===== config.mk =====
export PLATFORM = sky130hd
export DESIGN_NAME = tga_rle_pixel_decoder_flat
export DESIGN_NICKNAME = d
export VERILOG_FILES = /design/src/sv/tgard_pkg.sv /design/src/sv/tgard_if.sv /design/src/sv/tgard_pixel_conv.sv /design/src/sv/tga_rle_pixel_decoder.sv /design/src/flat_wrapper.sv
export SDC_FILE = /design/constraint.sdc
export NUM_CORES = 1
export LEC_CHECK = 0
export ABC_AREA = 0
export BUFFER_PORTS_ARGS = -buffer_cell sky130_fd_sc_hd__buf_4
export CAP_MARGIN = 20
export CORE_MARGIN = 4
export CORE_UTILIZATION = 40
export DETAILED_ROUTE_END_ITERATION = 8
export HOLD_SLACK_MARGIN = 0.02
export PLACE_DENSITY = 0.69
export SYNTH_ARGS = -nofsm -noshare
export SYNTH_HDL_FRONTEND = slang
export SYNTH_SLANG_ARGS = --single-unit

===== constraint.sdc =====
create_clock -name clk -period 16.35 [get_ports clk]
set_input_delay 1.635 -clock clk [delete_from_list [all_inputs] [get_ports clk]]
set_output_delay 1.635 -clock clk [all_outputs]
set_load 0.05 [all_outputs]

===== src/sv/tgard_pkg.sv =====
// Shared types, register indexes and constants of the run-length pixel decoder.
package tgard_pkg;

    localparam int COUNT_BITS = 32;

    // configuration register indexes
    localparam logic [1:0] CFG_BYTES_PER_PIXEL = 2'd0;
    localparam logic [1:0] CFG_ALPHA_ENABLE    = 2'd1;
    localparam logic [1:0] CFG_RLE_ENABLE      = 2'd2;
    localparam logic [1:0] CFG_PIXEL_COUNT     = 2'd3;

    // pixel sizes in the stream
    localparam logic [2:0] BPP_GREY   = 3'd1;
    localparam logic [2:0] BPP_RGB555 = 3'd2;
    localparam logic [2:0] BPP_BGR    = 3'd3;
    localparam logic [2:0] BPP_BGRA   = 3'd4;

    localparam logic [7:0] HDR_RUN_BIT = 8'h80;
    localparam logic [7:0] HDR_COUNT   = 8'h7F;

    typedef logic [COUNT_BITS-1:0] count_t;

    typedef struct packed {
        logic [7:0] red;
        logic [7:0] green;
        logic [7:0] blue;
        logic [7:0] alpha;
    } rgba_t;

    // 5-bit channel scaled by 255/31, truncated
    function automatic logic [7:0] expand5(input logic [4:0] v);
        logic [7:0] r;
        unique case (v)
            5'd0:  r = 8'd0;
            5'd1:  r = 8'd8;
            5'd2:  r = 8'd16;
            5'd3:  r = 8'd24;
            5'd4:  r = 8'd32;
            5'd5:  r = 8'd41;
            5'd6:  r = 8'd49;
            5'd7:  r = 8'd57;
            5'd8:  r = 8'd65;
            5'd9:  r = 8'd74;
            5'd10: r = 8'd82;
            5'd11: r = 8'd90;
            5'd12: r = 8'd98;
            5'd13: r = 8'd106;
            5'd14: r = 8'd115;
            5'd15: r = 8'd123;
            5'd16: r = 8'd131;
            5'd17: r = 8'd139;
            5'd18: r = 8'd148;
            5'd19: r = 8'd156;
            5'd20: r = 8'd164;
            5'd21: r = 8'd172;
            5'd22: r = 8'd180;
            5'd23: r = 8'd189;
            5'd24: r = 8'd197;
            5'd25: r = 8'd205;
            5'd26: r = 8'd213;
            5'd27: r = 8'd222;
            5'd28: r = 8'd230;
            5'd29: r = 8'd238;
            5'd30: r = 8'd246;
            default: r = 8'd255;
        endcase
        return r;
    endfunction

endpackage


===== src/sv/tgard_if.sv =====
// Stream channels of the decoder: data bytes in, decoded pixels out.
interface tgard_in_if;
    logic       valid;
    logic       ready;
    logic [7:0] data_byte;
    logic       first_byte;

    modport source (output valid, output data_byte, output first_byte, input ready);
    modport sink   (input valid, input data_byte, input first_byte, output ready);
endinterface

interface tgard_out_if;
    logic       valid;
    logic       ready;
    logic [7:0] red;
    logic [7:0] green;
    logic [7:0] blue;
    logic [7:0] alpha;
    logic [7:0] repeat_res;
    logic       last;
    logic       overrun;

    modport source (output valid, output red, output green, output blue, output alpha,
                    output repeat_res, output last, output overrun, input ready);
    modport sink   (input valid, input red, input green, input blue, input alpha,
                    input repeat_res, input last, input overrun, output ready);
endinterface


===== src/sv/tgard_pixel_conv.sv =====
// Converts an assembled little-endian pixel of 1 to 4 bytes to 8-bit RGBA.
module tgard_pixel_conv (
    input  logic [31:0]          full,
    input  logic [2:0]           bpp,
    input  logic                 alpha_enable,
    output tgard_pkg::rgba_t     pixel
);
    import tgard_pkg::*;

    always_comb
    begin
        pixel.alpha = 8'd0;
        unique case (bpp)
            BPP_GREY:
            begin
                pixel.red   = full[7:0];
                pixel.green = full[7:0];
                pixel.blue  = full[7:0];
            end
            BPP_RGB555:
            begin
                pixel.red   = expand5(full[14:10]);
                pixel.green = expand5(full[9:5]);
                pixel.blue  = expand5(full[4:0]);
                if (alpha_enable && full[15])
                begin
                    pixel.alpha = 8'hFF;
                end
            end
            default:
            begin
                // BGR byte order in the stream
                pixel.red   = full[23:16];
                pixel.green = full[15:8];
                pixel.blue  = full[7:0];
                if (bpp == BPP_BGRA && alpha_enable)
                begin
                    pixel.alpha = full[31:24];
                end
            end
        endcase
    end

endmodule


===== src/sv/tga_rle_pixel_decoder.sv =====
// Run-length image pixel decoder: takes one data byte per clock and gives one
// RGBA pixel with a repeat count per completed pixel. A byte is accepted in every
// cycle, back to back, as long as the pixel output is not held; its result, if any,
// passes through the input register, then the result register. A result held by the
// sink stalls the byte behind it in the input register, and the input takes a new
// byte in the cycle that register moves on. The packet and pixel counters are
// updated once per byte, which allows one byte per clock. first_byte starts a new
// image and loads pixel_count; the result that finishes the image has last set, a
// run longer than the pixels left is clipped, and overrun marks a packet longer than
// the pixels left. Bytes after the image ends are dropped until the next
// first_byte. Write configuration only while no byte or pixel is in flight.
module tga_rle_pixel_decoder (
    input  logic          clk,
    input  logic          rst_n,
    input  logic          cfg_we,
    input  logic [1:0]    cfg_index,
    input  logic [31:0]   cfg_data,
    tgard_in_if.sink      byte_ch,
    tgard_out_if.source   pixel_ch
);
    import tgard_pkg::*;

    // configuration
    logic [2:0]   bpp_cfg_reg;
    logic         alpha_en_reg;
    logic         rle_en_reg;
    logic [31:0]  pixel_count_reg;

    // input register
    logic         s1_valid_reg, s1_valid_next;
    logic [7:0]   s1_byte_reg;
    logic         s1_first_reg;

    // decoder state
    logic         expect_header_reg, expect_header_next;
    logic         packet_is_run_reg, packet_is_run_next;
    logic [7:0]   packet_left_reg, packet_left_next;
    logic [1:0]   byte_slot_reg, byte_slot_next;
    logic [23:0]  pixel_bytes_reg, pixel_bytes_next;
    count_t       pixels_left_reg, pixels_left_next;
    logic         image_done_reg, image_done_next;

    // result register
    logic         out_valid_reg, out_valid_next;
    rgba_t        out_pixel_reg;
    logic [7:0]   out_repeat_reg;
    logic         out_last_reg;
    logic         out_overrun_reg;

    logic         advance;
    logic         emit;
    logic         byte_accept;
    logic [2:0]   bpp;
    logic [31:0]  full;
    logic [7:0]   pl;
    logic [7:0]   rep;
    logic         ovr;
    rgba_t        conv_pixel;

    assign advance     = s1_valid_reg && (!out_valid_reg || pixel_ch.ready);
    assign byte_ch.ready = !s1_valid_reg || advance;
    assign byte_accept = byte_ch.valid && byte_ch.ready;

    always_comb
    begin
        if (bpp_cfg_reg == 3'd0)
        begin
            bpp = BPP_GREY;
        end
        else if (bpp_cfg_reg > BPP_BGRA)
        begin
            bpp = BPP_BGRA;
        end
        else
        begin
            bpp = bpp_cfg_reg;
        end
    end

    always_ff @(posedge clk or negedge rst_n)
    begin
        if (!rst_n)
        begin
            bpp_cfg_reg     <= BPP_BGR;
            alpha_en_reg    <= 1'b0;
            rle_en_reg      <= 1'b1;
            pixel_count_reg <= 32'd1;
        end
        else if (cfg_we)
        begin
            unique case (cfg_index)
                CFG_BYTES_PER_PIXEL: bpp_cfg_reg     <= cfg_data[2:0];
                CFG_ALPHA_ENABLE:    alpha_en_reg    <= cfg_data[0];
                CFG_RLE_ENABLE:      rle_en_reg      <= cfg_data[0];
                default:             pixel_count_reg <= cfg_data;
            endcase
        end
    end

    // next state of the decoder for the byte in the input register
    always_comb
    begin
        expect_header_next = expect_header_reg;
        packet_is_run_next = packet_is_run_reg;
        packet_left_next   = packet_left_reg;
        byte_slot_next     = byte_slot_reg;
        pixel_bytes_next   = pixel_bytes_reg;
        pixels_left_next   = pixels_left_reg;
        image_done_next    = image_done_reg;
        emit               = 1'b0;
        full               = 32'd0;
        pl                 = 8'd1;
        rep                = 8'd1;
        ovr                = 1'b0;

        if (s1_first_reg)
        begin
            expect_header_next = 1'b1;
            packet_is_run_next = 1'b0;
            packet_left_next   = 8'd0;
            byte_slot_next     = 2'd0;
            pixel_bytes_next   = 24'd0;
            pixels_left_next   = pixel_count_reg[COUNT_BITS-1:0];
            image_done_next    = (pixel_count_reg[COUNT_BITS-1:0] == '0);
        end

        if (!image_done_next)
        begin
            if (rle_en_reg && expect_header_next)
            begin
                packet_is_run_next = (s1_byte_reg & HDR_RUN_BIT) != 8'd0;
                packet_left_next   = (s1_byte_reg & HDR_COUNT) + 8'd1;
                expect_header_next = 1'b0;
                byte_slot_next     = 2'd0;
                pixel_bytes_next   = 24'd0;
            end
            else
            begin
                full = {8'd0, pixel_bytes_next}
                     | ({24'd0, s1_byte_reg} << {byte_slot_next, 3'b000});
                if (({1'b0, byte_slot_next} + 3'd1) < bpp)
                begin
                    pixel_bytes_next = full[23:0];
                    byte_slot_next   = byte_slot_next + 2'd1;
                end
                else
                begin
                    emit             = 1'b1;
                    byte_slot_next   = 2'd0;
                    pixel_bytes_next = 24'd0;
                    if (rle_en_reg)
                    begin
                        pl  = (packet_left_next == 8'd0) ? 8'd1 : packet_left_next;
                        ovr = COUNT_BITS'(pl) > pixels_left_next;
                        rep = packet_is_run_next ? pl : 8'd1;
                        if (COUNT_BITS'(rep) > pixels_left_next)
                        begin
                            rep = pixels_left_next[7:0];
                        end
                        packet_left_next = packet_is_run_next ? 8'd0 : pl - 8'd1;
                        if (packet_left_next == 8'd0)
                        begin
                            expect_header_next = 1'b1;
                        end
                    end
                    pixels_left_next = pixels_left_next - COUNT_BITS'(rep);
                    if (pixels_left_next == '0)
                    begin
                        image_done_next    = 1'b1;
                        expect_header_next = 1'b1;
                        packet_is_run_next = 1'b0;
                        packet_left_next   = 8'd0;
                        byte_slot_next     = 2'd0;
                        pixel_bytes_next   = 24'd0;
                    end
                end
            end
        end
    end

    tgard_pixel_conv u_conv (
        .full         (full),
        .bpp          (bpp),
        .alpha_enable (alpha_en_reg),
        .pixel        (conv_pixel)
    );

    always_comb
    begin
        if (byte_accept)
        begin
            s1_valid_next = 1'b1;
        end
        else if (advance)
        begin
            s1_valid_next = 1'b0;
        end
        else
        begin
            s1_valid_next = s1_valid_reg;
        end

        if (advance)
        begin
            out_valid_next = emit;
        end
        else if (pixel_ch.ready)
        begin
            out_valid_next = 1'b0;
        end
        else
        begin
            out_valid_next = out_valid_reg;
        end
    end

    always_ff @(posedge clk or negedge rst_n)
    begin
        if (!rst_n)
        begin
            s1_valid_reg      <= 1'b0;
            out_valid_reg     <= 1'b0;
            expect_header_reg <= 1'b1;
            packet_is_run_reg <= 1'b0;
            packet_left_reg   <= 8'd0;
            byte_slot_reg     <= 2'd0;
            pixel_bytes_reg   <= 24'd0;
            pixels_left_reg   <= '0;
            image_done_reg    <= 1'b1;
        end
        else
        begin
            s1_valid_reg  <= s1_valid_next;
            out_valid_reg <= out_valid_next;
            if (advance)
            begin
                expect_header_reg <= expect_header_next;
                packet_is_run_reg <= packet_is_run_next;
                packet_left_reg   <= packet_left_next;
                byte_slot_reg     <= byte_slot_next;
                pixel_bytes_reg   <= pixel_bytes_next;
                pixels_left_reg   <= pixels_left_next;
                image_done_reg    <= image_done_next;
            end
        end
    end

    // payload registers
    always_ff @(posedge clk)
    begin
        if (byte_accept)
        begin
            s1_byte_reg  <= byte_ch.data_byte;
            s1_first_reg <= byte_ch.first_byte;
        end
        if (advance && emit)
        begin
            out_pixel_reg   <= conv_pixel;
            out_repeat_reg  <= rep;
            out_last_reg    <= image_done_next;
            out_overrun_reg <= ovr;
        end
    end

    assign pixel_ch.valid      = out_valid_reg;
    assign pixel_ch.red        = out_pixel_reg.red;
    assign pixel_ch.green      = out_pixel_reg.green;
    assign pixel_ch.blue       = out_pixel_reg.blue;
    assign pixel_ch.alpha      = out_pixel_reg.alpha;
    assign pixel_ch.repeat_res = out_repeat_reg;
    assign pixel_ch.last       = out_last_reg;
    assign pixel_ch.overrun    = out_overrun_reg;

endmodule

===== src/flat_wrapper.sv =====
// flat-port wrapper written by rule: the top's interface ports become plain ports
module tga_rle_pixel_decoder_flat import tgard_pkg::*;
  (clk, rst_n, cfg_we, cfg_index, cfg_data, byte_ch_valid, byte_ch_data_byte, byte_ch_first_byte, byte_ch_ready, pixel_ch_valid, pixel_ch_red, pixel_ch_green, pixel_ch_blue, pixel_ch_alpha, pixel_ch_repeat_res, pixel_ch_last, pixel_ch_overrun, pixel_ch_ready);
  tgard_in_if byte_ch_i ();
  tgard_out_if pixel_ch_i ();
  input  logic clk;
  input  logic rst_n;
  input  logic cfg_we;
  input  logic [1:0] cfg_index;
  input  logic [31:0] cfg_data;
  input wire logic [$bits(byte_ch_i.valid)-1:0] byte_ch_valid;
  input wire logic [$bits(byte_ch_i.data_byte)-1:0] byte_ch_data_byte;
  input wire logic [$bits(byte_ch_i.first_byte)-1:0] byte_ch_first_byte;
  output wire logic [$bits(byte_ch_i.ready)-1:0] byte_ch_ready;
  output wire logic [$bits(pixel_ch_i.valid)-1:0] pixel_ch_valid;
  output wire logic [$bits(pixel_ch_i.red)-1:0] pixel_ch_red;
  output wire logic [$bits(pixel_ch_i.green)-1:0] pixel_ch_green;
  output wire logic [$bits(pixel_ch_i.blue)-1:0] pixel_ch_blue;
  output wire logic [$bits(pixel_ch_i.alpha)-1:0] pixel_ch_alpha;
  output wire logic [$bits(pixel_ch_i.repeat_res)-1:0] pixel_ch_repeat_res;
  output wire logic [$bits(pixel_ch_i.last)-1:0] pixel_ch_last;
  output wire logic [$bits(pixel_ch_i.overrun)-1:0] pixel_ch_overrun;
  input wire logic [$bits(pixel_ch_i.ready)-1:0] pixel_ch_ready;
  assign byte_ch_i.valid = byte_ch_valid;
  assign byte_ch_i.data_byte = byte_ch_data_byte;
  assign byte_ch_i.first_byte = byte_ch_first_byte;
  assign byte_ch_ready = byte_ch_i.ready;
  assign pixel_ch_valid = pixel_ch_i.valid;
  assign pixel_ch_red = pixel_ch_i.red;
  assign pixel_ch_green = pixel_ch_i.green;
  assign pixel_ch_blue = pixel_ch_i.blue;
  assign pixel_ch_alpha = pixel_ch_i.alpha;
  assign pixel_ch_repeat_res = pixel_ch_i.repeat_res;
  assign pixel_ch_last = pixel_ch_i.last;
  assign pixel_ch_overrun = pixel_ch_i.overrun;
  assign pixel_ch_i.ready = pixel_ch_ready;
  tga_rle_pixel_decoder u_core (.clk(clk), .rst_n(rst_n), .cfg_we(cfg_we), .cfg_index(cfg_index), .cfg_data(cfg_data), .byte_ch(byte_ch_i), .pixel_ch(pixel_ch_i));
endmodule

==> metrics <==
status finished clean; xor/xnor cell area share of the yosys netlist 3.23%; Die Span X 169 um; Tmin final around 7.3 ns; CTS Buffer Depth 2; Synth-to-Final Area Change 15.1%; post-CTS setup buffers 0; Worst Setup Path Type register to register; Ys Warns 0; ys flop type dfrtp_1; nets between 1,000 and 1,500; synth unique cells 77; Slew Viols, Final 0; die height about 170 um; count of final hold-check violations 0; FP Rows 58; clk root buf clkbuf_16; largest family of logic cells by synthesized area compound AO/OA/AOI/OAI gates; via count between 9,000 and 10,000; total wire length roughly 29,000 um; adder-cell area share of the yosys netlist around 3.7%; IO buf count 91; H-tree depth 4; Vias/cell 5.96; Compound-Gate Fraction of Synth Area around a fifth; Worst path slowest cell buf_4; Final GP Congestion 0.933; clk sinks about 160; Worst-path clk slew ~0.07 ns; Max-slew headroom roughly a third; maximum vdd drop roughly 67 uV; #FFs+latches synth roughly 160; post-DP HPWL roughly 21,000 um; sequential share of the synthesized area between 40 and 50%; First DRT Iteration DRCs around 770; total iterations of the first detailed-routing run 7; Mapped Area 10,300 um^2; # diodes 0; Resized cells post-CTS 0; global-route wire length before repair ~48,000 um; Tot Pwr 1.91 mW; Buf/Inv on CP 3; Tot GR Track Use 20.6%; Min-Delay Path Class register to register; worst-path fanout max 92; WL per Instance around 19 um; Worst Path Required about 17 ns; Setup-failing EPs final 0; Worst setup SP type register; Max Cap Violations 0; Post-Synth Simple-Gate Area just under 20%; async set-reset flop share out of synthesis between 60 and 70%; Top-Level Pins 92; crit share post-route approximately 45%; Worst-Margin Slew between 0.9 and 1 ns; initial antenna violation count 0; Crit. End Element register; Worst path max stage delay around 0.8 ns; syn avg cell area around 9.3 um^2; post-synthesis mux area share 8.34%; CTS buffer count 17; Placeable Area 25,300 um^2; most frequent cells in the layout nand2_1 (106), buf_4 (104), dfrtp_1 (102), nor2_1 (85), a21oi_1 (85); Crit path arrival time approximately 7.7 ns; vias in the first global route a little under 9,000; Max Clock Freq roughly 140 MHz; pin count of the biggest net entering global routing 93; Pwr Density around 160 nW/um^2; RSZ-0062 raised after global routing no; Final Util 47.0%; DRC 0; Hold-fix buffers, CTS 0; cell family with the largest share of critical-path delay simple AND/OR/NAND/NOR gates; gr ovfl total 0; CTS tree built; Initial Utilization about 40%; Worst Skew 0.0132 ns; post-route ant nets 0; layout cells sized above 1 17.9%; setup_tns 0 ns; cells after synthesis 1,115; most common cell after layout, fill and taps aside nand2_1; leak pwr about 4.8 nW; Worst-Skew Late Latency 0.44 ns; Post-synth EDFFs slightly above 50; crit-path cells buf_4 -> buf_4 -> or3b_1 -> a222oi_1 -> and2_1 -> nand4_1 -> a211o_1 -> mux2_2 -> nand2_1 -> ha_1 -> inv_1 -> fa_1 -> xor2_1 -> or3b_2 -> or4_1 -> a2111oi_0 -> nand4b_1 -> nor4_1 -> o2111a_1 -> nand2_1 -> a31o_2; Die Footprint 28,400 um^2; syn nets ~1,200
## cell type report
cell class | instances | area, um^2
clock buffer | 17 | 425
clock inverter | 15 | 191
fill | 2391 | 13400
inverter | 26 | 97.6
multi-input combinational | 865 | 5730
sequential | 159 | 4240
tap | 330 | 413
timing repair buffer | 104 | 781
## synth_stat cells (9+ instances only)
| master | instances | area share (%) |
|---|---|---|
| nor4_1 | 19 | 1.2 |
| a22oi_1 | 13 | 0.95 |
| o21ai_0 | 71 | 3.4 |
| a21o_1 | 15 | 1.1 |
| a22o_1 | 32 | 2.7 |
| nand4_1 | 11 | 0.67 |
| edfxtp_1 | 51 | 15 |
| xnor2_1 | 19 | 1.6 |
| o21a_1 | 11 | 0.80 |
| nor2_1 | 86 | 3.1 |
| nor3_1 | 41 | 2.0 |
| xor2_1 | 19 | 1.6 |
| a31oi_1 | 12 | 0.73 |
| nor3b_1 | 12 | 0.87 |
| clkbuf_1 | 48 | 1.7 |
| inv_1 | 26 | 0.95 |
| or3_1 | 11 | 0.67 |
| a21oi_1 | 85 | 4.1 |
| ha_1 | 29 | 3.5 |
| o211ai_1 | 10 | 0.73 |
| mux2_2 | 48 | 5.2 |
| mux2i_1 | 32 | 3.1 |
| nand2b_1 | 9 | 0.55 |
| nand3_1 | 25 | 1.2 |
| and2_1 | 11 | 0.67 |
| nand2_1 | 107 | 3.9 |
| dfrtp_1 | 102 | 25 |
| nor2b_1 | 26 | 1.6 |
## worst reg2reg max path: cells and delay by family (launching register included)
kind | cells | cell delay, ns
flip-flops | 1 | 0.32
AND/OR/NAND/NOR | 9 | 2.49
XOR/XNOR | 1 | 0.18
buffers and inverters | 3 | 1.28
AO/OA/AOI/OAI | 5 | 2.07
adder cells (fa/ha/maj) | 2 | 0.55
multiplexers | 1 | 0.33
## cell families (layout without fill, tap and decap cells)
logic type | Yosys count | in the layout
compound gates | 317 | 317
xor+xnor | 38 | 38
fa+ha+maj | 30 | 30
buf+inv | 91 | 162
flops | 159 | 159
mux | 80 | 80
simple gates | 400 | 400
## metal layers
layer	GRT usage [%]	vias to the layer above	wire (um)	part of all wire, %
met1	28.8	4368	13100	45
met4	6.39	0	727	2.5
met5	0	-	0	0
met2	32.7	310	13600	46
li1	-	4288	-	-
met3	3.69	62	1790	6.1
## through the flow
stage	hold WS, ns	cells	cell area, um^2	setup slack [ns]
floorplan	0.449	1115	10300	9.34
global placement	0.463	1484	11300	9.41
detailed placement	0.472	1484	11300	9.23
CTS	0.488	1516	11900	9.19
global route	0.510	1516	11900	8.66
finish	0.483	1516	11900	9.00
## power by group
group | total (mW) | internal (mW) | switching (mW)
Sequential | 0.652 | 0.532 | 0.120
Combinational | 0.853 | 0.309 | 0.544
Clock | 0.409 | 0.208 | 0.201
## path summary, 6_finish.rpt
check,startpoint,end,slack [ns],cells past startpoint
hold / removal,u_core.pixels_left_reg[5],u_core.pixels_left_reg[5],0.48,2
hold reg to reg,u_core.pixels_left_reg[5],u_core.pixels_left_reg[5],0.48,2
max in group asynchronous,rst_n,u_core.pixel_count_reg[1],13.87,2
setup reg to reg,u_core.s1_first_reg,u_core.packet_is_run_reg,9.00,21
min in group asynchronous,rst_n,u_core.pixel_count_reg[24],1.19,1
setup / recovery,u_core.s1_first_reg,u_core.packet_is_run_reg,9.00,21
(Power assumes the default switching activity.)
